### src/design/abbd_pkg.sv
// Package for the adaptive beam break detector: widths, reset values, codes
// and the structures passed between the sequencer, divider and channel store.
// No dependencies.
`default_nettype none

package abbd_pkg;

    localparam int CHANNELS    = 6;
    localparam int SAMPLE_BITS = 10;
    localparam int FRAC_BITS   = 8;

    localparam int FUNC_W   = 2;
    localparam int CH_W     = 3;
    localparam int CH_IDX_W = (CHANNELS > 1) ? $clog2(CHANNELS) : 1;
    localparam int N_W      = 9;
    localparam int SHIFT_W  = 4;
    localparam int DIV_W    = 5;

    localparam int VAL_W   = SAMPLE_BITS + FRAC_BITS;
    localparam int TH_W    = VAL_W + 1;
    localparam int DIFF_W  = TH_W + 1;
    localparam int DELTA_W = SAMPLE_BITS + 1;

    localparam int DIV_CYCLES = DIFF_W / 2;
    localparam int DIV_CNT_W  = $clog2(DIV_CYCLES);

    localparam int IN_USED_W    = CH_W + SAMPLE_BITS + N_W;
    localparam int IN_TDATA_W   = ((IN_USED_W + 7) / 8) * 8;
    localparam int OUT_USED_W   = 1 + CH_W + DELTA_W;
    localparam int OUT_TDATA_W  = ((OUT_USED_W + 7) / 8) * 8;

    localparam int CFG_ADDR_W = 2;
    localparam int CFG_DATA_W = DIV_W;

    localparam logic [CFG_ADDR_W-1:0] CFG_VALUE_SHIFT     = 2'd0;
    localparam logic [CFG_ADDR_W-1:0] CFG_BASELINE_SHIFT  = 2'd1;
    localparam logic [CFG_ADDR_W-1:0] CFG_THRESHOLD_SHIFT = 2'd2;
    localparam logic [CFG_ADDR_W-1:0] CFG_DIVISOR         = 2'd3;

    localparam logic [SHIFT_W-1:0] VALUE_SHIFT_RESET     = 4'd2;
    localparam logic [SHIFT_W-1:0] BASELINE_SHIFT_RESET  = 4'd6;
    localparam logic [SHIFT_W-1:0] THRESHOLD_SHIFT_RESET = 4'd4;
    localparam logic [DIV_W-1:0]   DIVISOR_RESET         = 5'd2;

    localparam logic [VAL_W-1:0]       VAL_RESET = VAL_W'(800 * (1 << FRAC_BITS));
    localparam logic signed [TH_W-1:0] TH_RESET  = TH_W'(100 * (1 << FRAC_BITS));

    typedef enum logic [FUNC_W-1:0] {
        FUNC_DETECT = 2'd0,
        FUNC_LIT    = 2'd1,
        FUNC_DARK   = 2'd2,
        FUNC_NONE   = 2'd3
    } t_func;

    typedef enum logic [3:0] {
        ST_IDLE,
        ST_LOAD,
        ST_EMA,
        ST_DELTA,
        ST_CMP,
        ST_LIT,
        ST_DARK,
        ST_DIV_DELTA,
        ST_DIV_TH,
        ST_DIV_SM,
        ST_DIV_BL,
        ST_WRITE,
        ST_DONE
    } t_state;

    typedef struct packed {
        logic [SHIFT_W-1:0] value_shift;
        logic [SHIFT_W-1:0] baseline_shift;
        logic [SHIFT_W-1:0] threshold_shift;
        logic [DIV_W-1:0]   divisor;
    } t_cfg;

    typedef struct packed {
        t_func                  func;
        logic [CH_W-1:0]        ch;
        logic [SAMPLE_BITS-1:0] sample;
        logic [N_W-1:0]         sample_number;
    } t_item;

    typedef struct packed {
        logic                      blocked;
        logic [CH_W-1:0]           ch;
        logic signed [DELTA_W-1:0] delta;
    } t_result;

    typedef struct packed {
        logic [VAL_W-1:0]       sm;
        logic [VAL_W-1:0]       bl;
        logic signed [TH_W-1:0] th;
    } t_chan_state;

    typedef struct packed {
        logic            we;
        logic [CH_W-1:0] addr;
        t_chan_state     data;
    } t_store_wr;

    typedef struct packed {
        logic                     start;
        logic signed [DIFF_W-1:0] num;
        logic [N_W-1:0]           den;
    } t_div_req;

    typedef struct packed {
        logic                     done;
        logic signed [DIFF_W-1:0] quot;
    } t_div_rsp;

endpackage

`default_nettype wire

### src/design/abbd_divider.sv
// Shared signed divider, truncating toward zero, two quotient bits a cycle.
// Depends on abbd_pkg.
`default_nettype none

module abbd_divider (
    input  wire              i_clk,
    input  wire              i_rst_n,
    input  abbd_pkg::t_div_req i_req,
    output abbd_pkg::t_div_rsp o_rsp
);

    logic                             r_busy;
    logic                             r_done;
    logic [abbd_pkg::DIV_CNT_W-1:0]   r_cnt;
    logic [abbd_pkg::DIFF_W-1:0]      r_quo;
    logic [abbd_pkg::N_W:0]           r_rem;
    logic [abbd_pkg::N_W-1:0]         r_den;
    logic                             r_neg;

    logic [abbd_pkg::DIFF_W-1:0]      n_quo;
    logic [abbd_pkg::N_W:0]           n_rem;
    logic [abbd_pkg::N_W:0]           rem_a;
    logic [abbd_pkg::N_W:0]           rem_a2;
    logic [abbd_pkg::N_W:0]           rem_b;
    logic                             bit_a;
    logic                             bit_b;
    logic [abbd_pkg::DIFF_W-1:0]      num_mag;

    always_comb begin
        rem_a  = {r_rem[abbd_pkg::N_W-1:0], r_quo[abbd_pkg::DIFF_W-1]};
        bit_a  = (rem_a >= {1'b0, r_den});
        rem_a2 = bit_a ? (rem_a - {1'b0, r_den}) : rem_a;
        rem_b  = {rem_a2[abbd_pkg::N_W-1:0], r_quo[abbd_pkg::DIFF_W-2]};
        bit_b  = (rem_b >= {1'b0, r_den});
        n_rem  = bit_b ? (rem_b - {1'b0, r_den}) : rem_b;
        n_quo  = {r_quo[abbd_pkg::DIFF_W-3:0], bit_a, bit_b};
        num_mag = i_req.num[abbd_pkg::DIFF_W-1] ? abbd_pkg::DIFF_W'(-i_req.num)
                                                : abbd_pkg::DIFF_W'(i_req.num);
    end

    always_ff @(posedge i_clk) begin
        if (!i_rst_n) begin
            r_busy <= 1'b0;
            r_done <= 1'b0;
            r_cnt  <= '0;
        end else begin
            r_done <= 1'b0;
            if (i_req.start) begin
                r_busy <= 1'b1;
                r_cnt  <= '0;
            end else if (r_busy) begin
                r_cnt <= r_cnt + 1'b1;
                if (r_cnt == abbd_pkg::DIV_CNT_W'(abbd_pkg::DIV_CYCLES - 1)) begin
                    r_busy <= 1'b0;
                    r_done <= 1'b1;
                end
            end
        end
    end

    always_ff @(posedge i_clk) begin
        if (i_req.start) begin
            r_quo <= num_mag;
            r_rem <= '0;
            r_den <= i_req.den;
            r_neg <= i_req.num[abbd_pkg::DIFF_W-1];
        end else if (r_busy) begin
            r_quo <= n_quo;
            r_rem <= n_rem;
        end
    end

    assign o_rsp.done = r_done;
    assign o_rsp.quot = r_neg ? -$signed(r_quo) : $signed(r_quo);

endmodule

`default_nettype wire

### src/design/abbd_chan_store.sv
// Per-channel state store: smoothed value, baseline and threshold.
// Depends on abbd_pkg.
`default_nettype none

module abbd_chan_store (
    input  wire                       i_clk,
    input  wire                       i_rst_n,
    input  abbd_pkg::t_store_wr       i_wr,
    input  wire [abbd_pkg::CH_W-1:0]  i_raddr,
    output abbd_pkg::t_chan_state     o_rdata
);

    abbd_pkg::t_chan_state r_mem [abbd_pkg::CHANNELS];

    always_ff @(posedge i_clk) begin
        if (!i_rst_n) begin
            for (int i = 0; i < abbd_pkg::CHANNELS; i++) begin
                r_mem[i] <= '{abbd_pkg::VAL_RESET, abbd_pkg::VAL_RESET, abbd_pkg::TH_RESET};
            end
        end else if (i_wr.we) begin
            r_mem[i_wr.addr[abbd_pkg::CH_IDX_W-1:0]] <= i_wr.data;
        end
    end

    assign o_rdata = r_mem[i_raddr[abbd_pkg::CH_IDX_W-1:0]];

endmodule

`default_nettype wire

### src/design/abbd_ctrl.sv
// Sequencer and datapath registers of the detector; drives the shared
// divider and the channel store. Depends on abbd_pkg.
`default_nettype none

module abbd_ctrl (
    input  wire                     i_clk,
    input  wire                     i_rst_n,
    input  abbd_pkg::t_cfg          i_cfg,
    input  wire                     i_in_valid,
    output logic                    o_in_ready,
    input  abbd_pkg::t_item         i_item,
    output logic                    o_res_valid,
    input  wire                     i_res_ready,
    output abbd_pkg::t_result       o_res,
    output abbd_pkg::t_div_req      o_div_req,
    input  abbd_pkg::t_div_rsp      i_div_rsp,
    output abbd_pkg::t_store_wr     o_store_wr,
    output logic [abbd_pkg::CH_W-1:0] o_store_raddr,
    input  abbd_pkg::t_chan_state   i_store_rdata
);

    localparam int VW = abbd_pkg::VAL_W;
    localparam int TW = abbd_pkg::TH_W;
    localparam int DW = abbd_pkg::DIFF_W;
    localparam int QW = abbd_pkg::DELTA_W;
    localparam int FB = abbd_pkg::FRAC_BITS;

    abbd_pkg::t_state r_state, n_state;
    abbd_pkg::t_func  r_func, n_func;
    logic [abbd_pkg::CH_W-1:0] r_ch, n_ch;
    logic [VW-1:0]             r_samp_q, n_samp_q;
    logic [abbd_pkg::N_W-1:0]  r_n, n_n;
    logic [VW-1:0]             r_sm, n_sm;
    logic [VW-1:0]             r_bl, n_bl;
    logic signed [TW-1:0]      r_th, n_th;
    logic signed [QW-1:0]      r_d, n_d;
    logic                      r_blocked, n_blocked;

    logic [abbd_pkg::N_W-1:0]  divisor_eff;
    logic signed [TW-1:0]      q_target;
    logic signed [QW-1:0]      dark_d;

    function automatic logic [VW-1:0] ema_val(input logic [VW-1:0] old_v,
                                              input logic [VW-1:0] tgt,
                                              input logic [abbd_pkg::SHIFT_W-1:0] sh);
        logic signed [DW-1:0] diff;
        logic signed [DW-1:0] sum;
        diff = $signed(DW'(tgt)) - $signed(DW'(old_v));
        sum  = $signed(DW'(old_v)) + (diff >>> sh);
        return sum[VW-1:0];
    endfunction

    function automatic logic signed [TW-1:0] ema_th(input logic signed [TW-1:0] old_v,
                                                    input logic signed [TW-1:0] tgt,
                                                    input logic [abbd_pkg::SHIFT_W-1:0] sh);
        logic signed [DW-1:0] diff;
        logic signed [DW-1:0] sum;
        diff = DW'(tgt) - DW'(old_v);
        sum  = DW'(old_v) + (diff >>> sh);
        return sum[TW-1:0];
    endfunction

    function automatic logic signed [QW-1:0] trunc_int(input logic signed [TW-1:0] x);
        logic [TW-1:0] mag;
        logic [TW-1:0] sh;
        mag = x[TW-1] ? TW'(-x) : TW'(x);
        sh  = mag >> FB;
        return x[TW-1] ? -$signed(sh[QW-1:0]) : $signed(sh[QW-1:0]);
    endfunction

    always_ff @(posedge i_clk) begin
        if (!i_rst_n) begin
            r_state <= abbd_pkg::ST_IDLE;
        end else begin
            r_state <= n_state;
        end
    end

    always_ff @(posedge i_clk) begin
        r_func    <= n_func;
        r_ch      <= n_ch;
        r_samp_q  <= n_samp_q;
        r_n       <= n_n;
        r_sm      <= n_sm;
        r_bl      <= n_bl;
        r_th      <= n_th;
        r_d       <= n_d;
        r_blocked <= n_blocked;
    end

    always_comb begin
        divisor_eff = (i_cfg.divisor == '0) ? abbd_pkg::N_W'(1)
                                            : abbd_pkg::N_W'(i_cfg.divisor);
        q_target = $signed({i_div_rsp.quot[QW-1:0], {FB{1'b0}}});
        dark_d   = trunc_int($signed(TW'(r_bl)) - $signed(TW'(r_samp_q)));

        n_state   = r_state;
        n_func    = r_func;
        n_ch      = r_ch;
        n_samp_q  = r_samp_q;
        n_n       = r_n;
        n_sm      = r_sm;
        n_bl      = r_bl;
        n_th      = r_th;
        n_d       = r_d;
        n_blocked = r_blocked;

        o_in_ready      = 1'b0;
        o_res_valid     = 1'b0;
        o_div_req.start = 1'b0;
        o_div_req.num   = '0;
        o_div_req.den   = r_n;
        o_store_wr.we   = 1'b0;
        o_store_wr.addr = r_ch;
        o_store_wr.data = '{r_sm, r_bl, r_th};

        case (r_state)
            abbd_pkg::ST_IDLE: begin
                o_in_ready = 1'b1;
                if (i_in_valid) begin
                    n_func    = i_item.func;
                    n_ch      = i_item.ch;
                    n_samp_q  = {i_item.sample, {FB{1'b0}}};
                    n_n       = (i_item.sample_number == '0) ? abbd_pkg::N_W'(1)
                                                             : i_item.sample_number;
                    n_blocked = 1'b0;
                    n_d       = '0;
                    n_state   = abbd_pkg::ST_LOAD;
                end
            end
            abbd_pkg::ST_LOAD: begin
                n_sm = i_store_rdata.sm;
                n_bl = i_store_rdata.bl;
                n_th = i_store_rdata.th;
                if ({1'b0, r_ch} >= (abbd_pkg::CH_W + 1)'(abbd_pkg::CHANNELS)) begin
                    n_state = abbd_pkg::ST_DONE;
                end else begin
                    case (r_func)
                        abbd_pkg::FUNC_DETECT: n_state = abbd_pkg::ST_EMA;
                        abbd_pkg::FUNC_LIT:    n_state = abbd_pkg::ST_LIT;
                        abbd_pkg::FUNC_DARK:   n_state = abbd_pkg::ST_DARK;
                        default:               n_state = abbd_pkg::ST_DONE;
                    endcase
                end
            end
            abbd_pkg::ST_EMA: begin
                n_sm    = ema_val(r_sm, r_samp_q, i_cfg.value_shift);
                n_state = abbd_pkg::ST_DELTA;
            end
            abbd_pkg::ST_DELTA: begin
                n_d     = trunc_int($signed(TW'(r_bl)) - $signed(TW'(r_sm)));
                n_state = abbd_pkg::ST_CMP;
            end
            abbd_pkg::ST_CMP: begin
                if ($signed({r_d, {FB{1'b0}}}) > r_th) begin
                    n_blocked       = 1'b1;
                    o_div_req.start = 1'b1;
                    o_div_req.num   = DW'(r_d);
                    o_div_req.den   = divisor_eff;
                    n_state         = abbd_pkg::ST_DIV_DELTA;
                end else begin
                    n_bl    = ema_val(r_bl, r_sm, i_cfg.baseline_shift);
                    n_state = abbd_pkg::ST_WRITE;
                end
            end
            abbd_pkg::ST_DARK: begin
                o_div_req.start = 1'b1;
                o_div_req.num   = DW'(dark_d);
                o_div_req.den   = divisor_eff;
                n_state         = abbd_pkg::ST_DIV_DELTA;
            end
            abbd_pkg::ST_DIV_DELTA: begin
                if (i_div_rsp.done) begin
                    if (r_func == abbd_pkg::FUNC_DETECT) begin
                        n_th    = ema_th(r_th, q_target, i_cfg.threshold_shift);
                        n_state = abbd_pkg::ST_WRITE;
                    end else begin
                        o_div_req.start = 1'b1;
                        o_div_req.num   = DW'(q_target) - DW'(r_th);
                        n_state         = abbd_pkg::ST_DIV_TH;
                    end
                end
            end
            abbd_pkg::ST_DIV_TH: begin
                if (i_div_rsp.done) begin
                    n_th    = TW'(DW'(r_th) + i_div_rsp.quot);
                    n_state = abbd_pkg::ST_WRITE;
                end
            end
            abbd_pkg::ST_LIT: begin
                o_div_req.start = 1'b1;
                o_div_req.num   = $signed(DW'(r_samp_q)) - $signed(DW'(r_sm));
                n_state         = abbd_pkg::ST_DIV_SM;
            end
            abbd_pkg::ST_DIV_SM: begin
                if (i_div_rsp.done) begin
                    n_sm            = VW'($signed(DW'(r_sm)) + i_div_rsp.quot);
                    o_div_req.start = 1'b1;
                    o_div_req.num   = $signed(DW'(r_samp_q)) - $signed(DW'(r_bl));
                    n_state         = abbd_pkg::ST_DIV_BL;
                end
            end
            abbd_pkg::ST_DIV_BL: begin
                if (i_div_rsp.done) begin
                    n_bl    = VW'($signed(DW'(r_bl)) + i_div_rsp.quot);
                    n_state = abbd_pkg::ST_WRITE;
                end
            end
            abbd_pkg::ST_WRITE: begin
                o_store_wr.we = 1'b1;
                n_state       = abbd_pkg::ST_DONE;
            end
            abbd_pkg::ST_DONE: begin
                o_res_valid = 1'b1;
                if (i_res_ready) begin
                    n_state = abbd_pkg::ST_IDLE;
                end
            end
            default: begin
                n_state = abbd_pkg::ST_IDLE;
            end
        endcase
    end

    assign o_store_raddr = r_ch;
    assign o_res.blocked = r_blocked;
    assign o_res.ch      = r_ch;
    assign o_res.delta   = r_d;

endmodule

`default_nettype wire

### src/design/adaptive_beam_break_detector_top.sv
// Top level of the adaptive beam break detector: stream ports, configuration
// registers and output register. Depends on abbd_pkg, abbd_ctrl,
// abbd_divider and abbd_chan_store.
//
// The block takes one sample beat at a time and is not ready again until its
// result has been handed to the output register. An unblocked detect needs no
// division, a blocked detect one and either calibration two; the longer runs
// are set by the shared divider, which produces two quotient bits a cycle.
// The next beat may be taken while the previous result still waits at the
// output.
`default_nettype none

module adaptive_beam_break_detector_top (
    input  wire                                  i_clk,
    input  wire                                  i_rst_n,
    input  wire                                  i_s_tvalid,
    output logic                                 o_s_tready,
    // channel, sample, sample_number
    input  wire [abbd_pkg::IN_TDATA_W-1:0]       i_s_tdata,
    // func
    input  wire [abbd_pkg::FUNC_W-1:0]           i_s_tuser,
    output logic                                 o_m_tvalid,
    input  wire                                  i_m_tready,
    // blocked, channel_out, delta_out
    output logic [abbd_pkg::OUT_TDATA_W-1:0]     o_m_tdata,
    input  wire                                  i_cfg_we,
    input  wire [abbd_pkg::CFG_ADDR_W-1:0]       i_cfg_addr,
    input  wire [abbd_pkg::CFG_DATA_W-1:0]       i_cfg_wdata
);

    abbd_pkg::t_cfg        r_cfg;
    abbd_pkg::t_item       item;
    abbd_pkg::t_result     res;
    abbd_pkg::t_result     r_out;
    logic                  r_out_valid;
    logic                  res_valid;
    logic                  res_ready;
    abbd_pkg::t_div_req    div_req;
    abbd_pkg::t_div_rsp    div_rsp;
    abbd_pkg::t_store_wr   store_wr;
    logic [abbd_pkg::CH_W-1:0] store_raddr;
    abbd_pkg::t_chan_state store_rdata;

    always_ff @(posedge i_clk) begin
        if (!i_rst_n) begin
            r_cfg.value_shift     <= abbd_pkg::VALUE_SHIFT_RESET;
            r_cfg.baseline_shift  <= abbd_pkg::BASELINE_SHIFT_RESET;
            r_cfg.threshold_shift <= abbd_pkg::THRESHOLD_SHIFT_RESET;
            r_cfg.divisor         <= abbd_pkg::DIVISOR_RESET;
        end else if (i_cfg_we) begin
            case (i_cfg_addr)
                abbd_pkg::CFG_VALUE_SHIFT: begin
                    r_cfg.value_shift <= i_cfg_wdata[abbd_pkg::SHIFT_W-1:0];
                end
                abbd_pkg::CFG_BASELINE_SHIFT: begin
                    r_cfg.baseline_shift <= i_cfg_wdata[abbd_pkg::SHIFT_W-1:0];
                end
                abbd_pkg::CFG_THRESHOLD_SHIFT: begin
                    r_cfg.threshold_shift <= i_cfg_wdata[abbd_pkg::SHIFT_W-1:0];
                end
                abbd_pkg::CFG_DIVISOR: begin
                    r_cfg.divisor <= i_cfg_wdata[abbd_pkg::DIV_W-1:0];
                end
                default: begin
                end
            endcase
        end
    end

    always_comb begin
        item.func          = abbd_pkg::t_func'(i_s_tuser);
        item.ch            = i_s_tdata[abbd_pkg::CH_W-1:0];
        item.sample        = i_s_tdata[abbd_pkg::CH_W +: abbd_pkg::SAMPLE_BITS];
        item.sample_number = i_s_tdata[abbd_pkg::CH_W + abbd_pkg::SAMPLE_BITS +: abbd_pkg::N_W];
    end

    assign res_ready = !r_out_valid || i_m_tready;

    always_ff @(posedge i_clk) begin
        if (!i_rst_n) begin
            r_out_valid <= 1'b0;
        end else if (res_ready) begin
            r_out_valid <= res_valid;
        end
    end

    always_ff @(posedge i_clk) begin
        if (res_ready && res_valid) begin
            r_out <= res;
        end
    end

    assign o_m_tvalid = r_out_valid;
    assign o_m_tdata  = abbd_pkg::OUT_TDATA_W'({r_out.delta, r_out.ch, r_out.blocked});

    abbd_ctrl u_ctrl (
        .i_clk         (i_clk),
        .i_rst_n       (i_rst_n),
        .i_cfg         (r_cfg),
        .i_in_valid    (i_s_tvalid),
        .o_in_ready    (o_s_tready),
        .i_item        (item),
        .o_res_valid   (res_valid),
        .i_res_ready   (res_ready),
        .o_res         (res),
        .o_div_req     (div_req),
        .i_div_rsp     (div_rsp),
        .o_store_wr    (store_wr),
        .o_store_raddr (store_raddr),
        .i_store_rdata (store_rdata)
    );

    abbd_divider u_divider (
        .i_clk   (i_clk),
        .i_rst_n (i_rst_n),
        .i_req   (div_req),
        .o_rsp   (div_rsp)
    );

    abbd_chan_store u_store (
        .i_clk   (i_clk),
        .i_rst_n (i_rst_n),
        .i_wr    (store_wr),
        .i_raddr (store_raddr),
        .o_rdata (store_rdata)
    );

endmodule

`default_nettype wire

### config.mk
export PLATFORM = sky130hd
export DESIGN_NAME = adaptive_beam_break_detector_top
export DESIGN_NICKNAME = d
export VERILOG_FILES = /design/src/design/abbd_pkg.sv /design/src/design/abbd_divider.sv /design/src/design/abbd_chan_store.sv /design/src/design/abbd_ctrl.sv /design/src/design/adaptive_beam_break_detector_top.sv
export SDC_FILE = /design/constraint.sdc
export NUM_CORES = 1
export LEC_CHECK = 0
export BUFFER_PORTS_ARGS = -buffer_cell sky130_fd_sc_hd__clkbuf_2
export CAP_MARGIN = 20
export CORE_ASPECT_RATIO = 0.7
export CORE_UTILIZATION = 51
export DETAILED_ROUTE_END_ITERATION = 8
export GPL_ROUTABILITY_DRIVEN = 0
export PLACE_DENSITY_LB_ADDON = 0.3
export SYNTH_ARGS = -nofsm -noshare
export SYNTH_HDL_FRONTEND = slang
export SYNTH_SLANG_ARGS = --single-unit
### constraint.sdc
create_clock -name i_clk -period 15.8 [get_ports i_clk]
set_input_delay 0.79 -clock i_clk [delete_from_list [all_inputs] [get_ports i_clk]]
set_output_delay 0.79 -clock i_clk [all_outputs]
set_load 0.02 [all_outputs]
==> impl_summary.log, run 1 <==
[metrics] status: complete, no violations
[metrics] area delta synth->final: 8.356%
[metrics] end-of-flow core utilization: 0.5580
[metrics] prevailing post-synth register cell: edfxtp_1
[metrics] Synth warnings: 0
[metrics] All-Layer GR Usage: 0.2845
[metrics] area of the core: ~0.073 mm2
[metrics] sequential element share of the synthesized area: 0.4800
[metrics] fraction of synthesized cell area in xor and xnor cells: 0.04261
[metrics] critical path type: flip-flop to flip-flop
[metrics] Starting Density: 0.5150
[metrics] DP HPWL: ~75 mm
[metrics] number of core rows: slightly above 80
[metrics] class of the most critical hold timing path: input pin to flip-flop
[metrics] clock buffer count from CTS: between 50 and 60
[metrics] Slowest cell on crit path: xnor2_1
[metrics] Max FO, Critical Path: 7
[metrics] placed inst area: between 0.03 and 0.04 mm2
[metrics] fraction of layout instances using a drive strength above 1: 0.1168
[metrics] Post-Synthesis Cell Area: 0.03770 mm2
[metrics] element type at the critical path end: flip-flop
[metrics] post-route standard cell area excluding fillers: a little over 0.04 mm2
[metrics] number of flops mapped to enable cells by yosys: around 580
[metrics] post-synth cell types: between 90 and 100
[metrics] clock root buffer master: clkbuf_16
[metrics] Gates resized, CTS repair: 0
[metrics] fraction of registers with async set or reset after synthesis: 0
[metrics] critical path startpoint category: flip-flop
[metrics] RSZ-0062 raised after global routing: no
[metrics] post-synthesis share of cell area spent on and, or, nand and nor gates: 0.1383
[metrics] end point of the critical path: u_ctrl.r_th[18]
[metrics] Worst Tran Pin Value: ~1.1 ns
[metrics] level count of the clock H-tree: 2
[metrics] total of max-cap violations: 0
[metrics] adder-cell share of the synthesized area: 0.05934
[metrics] Crit path required time: around 16 ns
[metrics] number of violations reported at the end of detailed-routing iteration 0: 4022
[metrics] floorplan die area: ~0.075 mm2
[metrics] Post-Place Worst Slack: ~7.7 ns
[metrics] number of filler cells placed in the layout: roughly 6200
[metrics] port bufs: 52
[metrics] worst-skew pair later-pin latency: between 0.6 and 0.7 ns
[metrics] depth of the worst register-to-register path: 28
[metrics] largest stage delay on the critical path: between 0.8 and 0.9 ns
[metrics] wire length of the first global-routing pass: ~160 mm
[metrics] vias per inst: 6.323
[metrics] ANT cells: 0
[metrics] detailed-route wire length per cell: 24.06 um
[metrics] worst reg2reg path endpoint: u_ctrl.r_th[18]
[metrics] I/O pin count: 56
[metrics] clock input transition at the sequential cells of the worst setup and hold paths: ~0.070 ns
[metrics] maximum operating frequency: between 0.1 and 0.15 GHz
[metrics] max_slew headroom: 0.2600
[metrics] post-layout min period: 8.459 ns
[metrics] # clock sinks: around 620
[metrics] Critical R2R Launch: u_divider.r_quo[0]
[metrics] vertical die dimension: between 200 and 250 um
[metrics] number of standard cells after synthesis: 3524
[metrics] post-route clock period utilization: 0.5354
[metrics] largest family of logic cells by synthesized area: simple AND/OR/NAND/NOR gates
[metrics] number of buffers inserted to repair setup after CTS: 0
[metrics] remaining global-route overflow: 0
[metrics] Crit path top cell by count: a21oi_1
[metrics] nets@finish: 3700
[metrics] area fraction in compound gates after synthesis: 0.1282
[metrics] number of buffers between clock root and the deepest sink: 3
[metrics] remaining number of nets flagged by the antenna check after routing: 0
[metrics] Mapped Avg Cell Area: roughly 11 um2
[metrics] chip width: around 330 um
[metrics] critical path arrival: 8.86 ns
[metrics] WL final: between 100 and 150 mm
[metrics] depth of the worst hold-timing path: 1
[metrics] Worst Skew: just under 0.04 ns
[metrics] Reg2Reg Setup Slack: between 7 and 8 ns
[metrics] clock tree from TritonCTS: yes
[metrics] worst setup margin: about 7.3 ns
[metrics] number of detailed-route iterations in the first pass: 6
[metrics] leading cell type in the layout, fill and taps excluded: edfxtp_1
[metrics] Post-Route Setup TNS: 0 ns
[metrics] Syn Nets: 3736
[metrics] mux contribution to synthesized area: 0.1131
[metrics] critical path launch point: u_divider.r_quo[0]
[metrics] hold buffer count at CTS: 0
[metrics] most frequent cells in the layout: edfxtp_1, nor2_1, nand2_1
[metrics] Final Hold Fails: 0
[metrics] number of antenna violations at the first check in global routing: 2
[metrics] via count of the first global-routing pass: 26420
[metrics] Max Slew Vio Count: 0
[metrics] total vias in the final route: between 20000 and 30000
[metrics] post-route DRC violation count: 0
[metrics] number of register bits inferred by synthesis: ~620
[metrics] largest net degree at the start of global routing: 83
[metrics] number of setup violations in the final report: 0
[cells in the mapped netlist (25+ instances only)]
master | n | area [um2]
nand2_1 | 327 | 1227
a21o_1 | 62 | 465.5
or3_1 | 39 | 244.0
mux2i_1 | 128 | 1281
nand2b_1 | 33 | 206.5
and3_1 | 27 | 168.9
edfxtp_1 | 576 | 17300
mux2_2 | 32 | 360.4
clkbuf_1 | 160 | 600.6
a21oi_1 | 205 | 1026
a211oi_1 | 46 | 345.3
o21ai_0 | 187 | 935.9
dfxtp_1 | 40 | 800.8
ha_1 | 166 | 2077
xor2_1 | 61 | 534.3
nand3_1 | 52 | 260.3
nor2_1 | 453 | 1700
xnor2_1 | 118 | 1033
mux4_2 | 116 | 2613
inv_1 | 174 | 653.1
nor2b_1 | 30 | 187.7
nor3_1 | 53 | 265.3
a31oi_1 | 25 | 156.4
[how the worst min path moves through the flow]
stage / end / start / slack (ns)
after floorplan: o_m_tdata[0] / u_ctrl.r_blocked / 0.40
after global placement: o_m_tdata[0] / u_ctrl.r_blocked / 0.40
after detailed placement: o_m_tdata[0] / u_ctrl.r_blocked / 0.41
after CTS: u_ctrl.r_func[0] / i_s_tuser[0] / 0.28
after global routing: u_ctrl.r_func[0] / i_s_tuser[0] / 0.29
final: u_ctrl.r_func[0] / i_s_tuser[0] / 0.31
[final cells by class]
class / count / area (um2) / share of cell area
multi-input cells: 2531 / 18270 / 0.4472
flip-flops and latches: 616 / 18110 / 0.4433
clock buffers: 72 / 1535 / 0.03758
well taps: 977 / 1222 / 0.02992
inverters: 181 / 679.4 / 0.01663
repair buffers: 101 / 653.1 / 0.01599
clock inverters: 35 / 385.4 / 0.009433
[sequential cells by signal, indices dropped and copies added (netlist names), 10 cells and up, named ones only]
signal,cells
r_cfg,17
o_m_tdata,15
u_ctrl.r_sm,18
u_ctrl.r_d,11
u_ctrl.r_th,19
u_ctrl.r_samp_q,10
u_divider.r_quo,20
u_store.r_mem,440
u_ctrl.r_bl,18
[kinds of logic (layout without fill, tap and decap cells)]
| group | count (synthesis) | count (layout) |
|---|---|---|
| and+or+nand+nor | 1145 | 1145 |
| DFF | 616 | 616 |
| buffers and inverters | 377 | 389 |
| xor gates and xnor gates | 181 | 181 |
| adders and majority gates | 174 | 174 |
| muxes | 277 | 277 |
| AOI/OAI and AO/OA | 753 | 753 |
| other | 1 | 1 |
[worst max-delay path: cells and delay by family, from the launching register on]
kind / cells / cell delay (ns)
xor+xnor: 2 / 0.97
simple gates: 5 / 1.12
flops: 1 / 0.70
fa+ha+maj: 3 / 1.00
buf+inv: 1 / 0.13
compound gates: 15 / 3.78
mux: 2 / 0.49
[routing by layer]
layer / share of wire / wire length [um] / vias up / global-route usage
met5: 0.00052 / 56 / - / 0
met4: 0.023 / 2521 / 8 / 0.06498
met3: 0.12 / 13360 / 185 / 0.07630
met2: 0.41 / 44830 / 1625 / 0.3961
met1: 0.44 / 47840 / 13820 / 0.4375
li1: - / - / 12900 / -
[per-stage QoR]
stage               cells  hold WS (ns)
floorplan            3524        0.4003
global placement     4401        0.4027
detailed placement   4403        0.4054
CTS                  4510        0.2775
global route         4513        0.2917
finish               4513        0.3059
Power of run 1 is not shown: default switching activity piles up to over one toggle a cycle in this logic, so the estimate is an artifact.
==> inputs of run 2 (changes only) <==
clock period = 7.95 ns   (was 15.8 ns; I/O delays follow)
==> impl_summary.log, run 2 (synthesis results as in run 1) <==
[metrics] Critical R2R Launch: u_divider.r_quo[0]
[metrics] Worst Tran Pin Value: 1.149 ns (+0.04078 ns)
[metrics] number of flip-flops under the largest register name: 440 (unchanged)
[metrics] Final Hold Fails: 0 (unchanged)
[metrics] nets@finish: 3739 (+1.1%)
[metrics] clock root buffer master: clkbuf_16
[metrics] largest registers: u_store.r_mem (440), u_divider.r_quo (20), u_ctrl.r_th (19)
[metrics] post-route DRC violation count: 0 (unchanged)
[metrics] status: complete, no violations
[metrics] via count of the first global-routing pass: 26640 (+0.86%)
[metrics] port bufs: 52 (unchanged)
[metrics] element type at the critical path end: flip-flop
[metrics] number of core rows: 83 (unchanged)
[metrics] remaining number of nets flagged by the antenna check after routing: 0 (unchanged)
[metrics] clock input transition at the sequential cells of the worst setup and hold paths: 0.07 ns (about the same)
[metrics] critical path arrival: 8.04 ns (-0.82 ns)
[metrics] Crit path required time: 8.32 ns (-7.88 ns)
[metrics] number of violations reported at the end of detailed-routing iteration 0: 3951 (-1.8%)
[metrics] Slowest cell on crit path: a211oi_1
[metrics] depth of the worst register-to-register path: 28 (unchanged)
[metrics] most frequent cells in the layout: edfxtp_1, nor2_1, nand2_1
[metrics] WL final: 111.1 mm (+2.3%)
[metrics] end-of-flow core utilization: 0.5624 (+0.004443)
[metrics] vias per inst: 6.316 (-0.11%)
[metrics] area delta synth->final: 9.219%
[metrics] maximum operating frequency: 0.1305 GHz (+10%)
[metrics] total of max-cap violations: 0 (unchanged)
[metrics] worst reg2reg path endpoint: u_ctrl.r_th[18]
[metrics] register containing the most flip-flops in the final layout: u_store.r_mem
[metrics] largest stage delay on the critical path: 0.66 ns (-0.16 ns)
[metrics] worst-skew pair later-pin latency: 0.67 ns (about the same)
[metrics] wire length of the first global-routing pass: 163.8 mm (+1.3%)
[metrics] end point of the critical path: u_ctrl.r_th[18]
[metrics] fraction of layout instances using a drive strength above 1: 0.1179 (+0.001062)
[metrics] post-route standard cell area excluding fillers: 0.04118 mm2 (+0.80%)
[metrics] max_slew headroom: 0.2284 (-0.03168)
[metrics] largest net degree at the start of global routing: 97 (+17%)
[metrics] level count of the clock H-tree: 2 (unchanged)
[metrics] Reg2Reg Setup Slack: 0.28 ns (-7.06 ns)
[metrics] clock tree from TritonCTS: yes
[metrics] critical path type: flip-flop to flip-flop
[metrics] DP HPWL: 76.83 mm (+1.9%)
[metrics] # clock sinks: 616 (unchanged)
[metrics] remaining global-route overflow: 0 (unchanged)
[metrics] number of buffers between clock root and the deepest sink: 3 (unchanged)
[metrics] vertical die dimension: 229.5 um (unchanged)
[metrics] post-layout min period: 7.666 ns (-0.7934 ns)
[metrics] floorplan die area: 0.07504 mm2 (unchanged)
[metrics] number of antenna violations at the first check in global routing: 1 (-1)
[metrics] placed inst area: 0.03902 mm2 (+0.30%)
[metrics] class of the most critical hold timing path: input pin to flip-flop
[metrics] critical path launch point: u_divider.r_quo[0]
[metrics] Worst Skew: 0.04099 ns (+0.001873 ns)
[metrics] Max Slew Vio Count: 0 (unchanged)
[metrics] number of buffers inserted to repair setup after CTS: 0 (unchanged)
[metrics] total vias in the final route: 28740 (+0.70%)
[metrics] chip width: 327.0 um (unchanged)
[metrics] number of detailed-route iterations in the first pass: 8 (+2)
[metrics] number of setup violations in the final report: 0 (unchanged)
[metrics] I/O pin count: 56 (unchanged)
[metrics] area of the core: 0.07321 mm2 (unchanged)
[metrics] post-route clock period utilization: 0.9642 (+0.4289)
[metrics] clock buffer count from CTS: 57 (unchanged)
[metrics] Max FO, Critical Path: 7 (unchanged)
[metrics] critical path startpoint category: flip-flop
[metrics] RSZ-0062 raised after global routing: no
[metrics] leading cell type in the layout, fill and taps excluded: edfxtp_1
[metrics] detailed-route wire length per cell: 24.43 um (+1.5%)
[metrics] Post-Route Setup TNS: 0 ns (unchanged)
[metrics] worst hold slack: 0.1631 ns (-0.1428 ns)
[metrics] Starting Density: 0.5150 (unchanged)
[metrics] All-Layer GR Usage: 0.2903 (+0.005769)
-- run 2: worst min-delay path by stage --
stage	start	end	slack, ns	cells past startpoint
after floorplan	u_ctrl.r_blocked	o_m_tdata[0]	0.40	0
after global placement	u_ctrl.r_blocked	o_m_tdata[0]	0.43	0
after detailed placement	u_ctrl.r_blocked	o_m_tdata[0]	0.42	0
after CTS	i_cfg_wdata[2]	r_cfg[11]	0.14	3
after global routing	i_cfg_wdata[2]	r_cfg[15]	0.20	3
final	i_m_tready	o_m_tvalid	0.16	4
-- run 2: timing repair --
action	CTS	global route
endpoints found under the hold margin	28	0
gates resized for setup	0	1
endpoints found under the setup margin	0	1
hold buffers	25	0
-- run 2: per-layer routing --
layer | up-vias | global-route usage | wire length, um
li1 | 13000 | - | -
met1 | 13950 | 0.4297 | 47680
met2 | 1563 | 0.4099 | 45910
met3 | 222 | 0.09103 | 14410
met4 | 2 | 0.07389 | 3127
met5 | - | 0 | 13
-- run 2: area by class of cell --
class	count	area, um2
repair buffers	140	1028
multi-input cells	2531	18270
inverters	181	679.4
well taps	977	1222
fillers	6169	32040
clock inverters	33	326.6
clock buffers	71	1541
diodes	1	2.502
flip-flops and latches	616	18110
-- run 2: through the flow --
stage	std cells	setup WS, ns
floorplan	3524	1.771
global placement	4416	0.6666
finish	4550	0.2843
detailed placement	4418	0.5736
CTS	4547	0.5167
global route	4549	0.07668
-- run 2: worst max-delay path: cells and delay by family, from the launching register on --
family,cells,cell delay (ns)
buffers and inverters,2,0.48
flip-flops,1,0.61
adder cells (fa/ha/maj),2,0.68
AND/OR/NAND/NOR,6,1.11
AO/OA/AOI/OAI,14,3.41
XOR/XNOR,2,0.64
multiplexers,2,0.47
Power of run 2 is left out for the same reason.
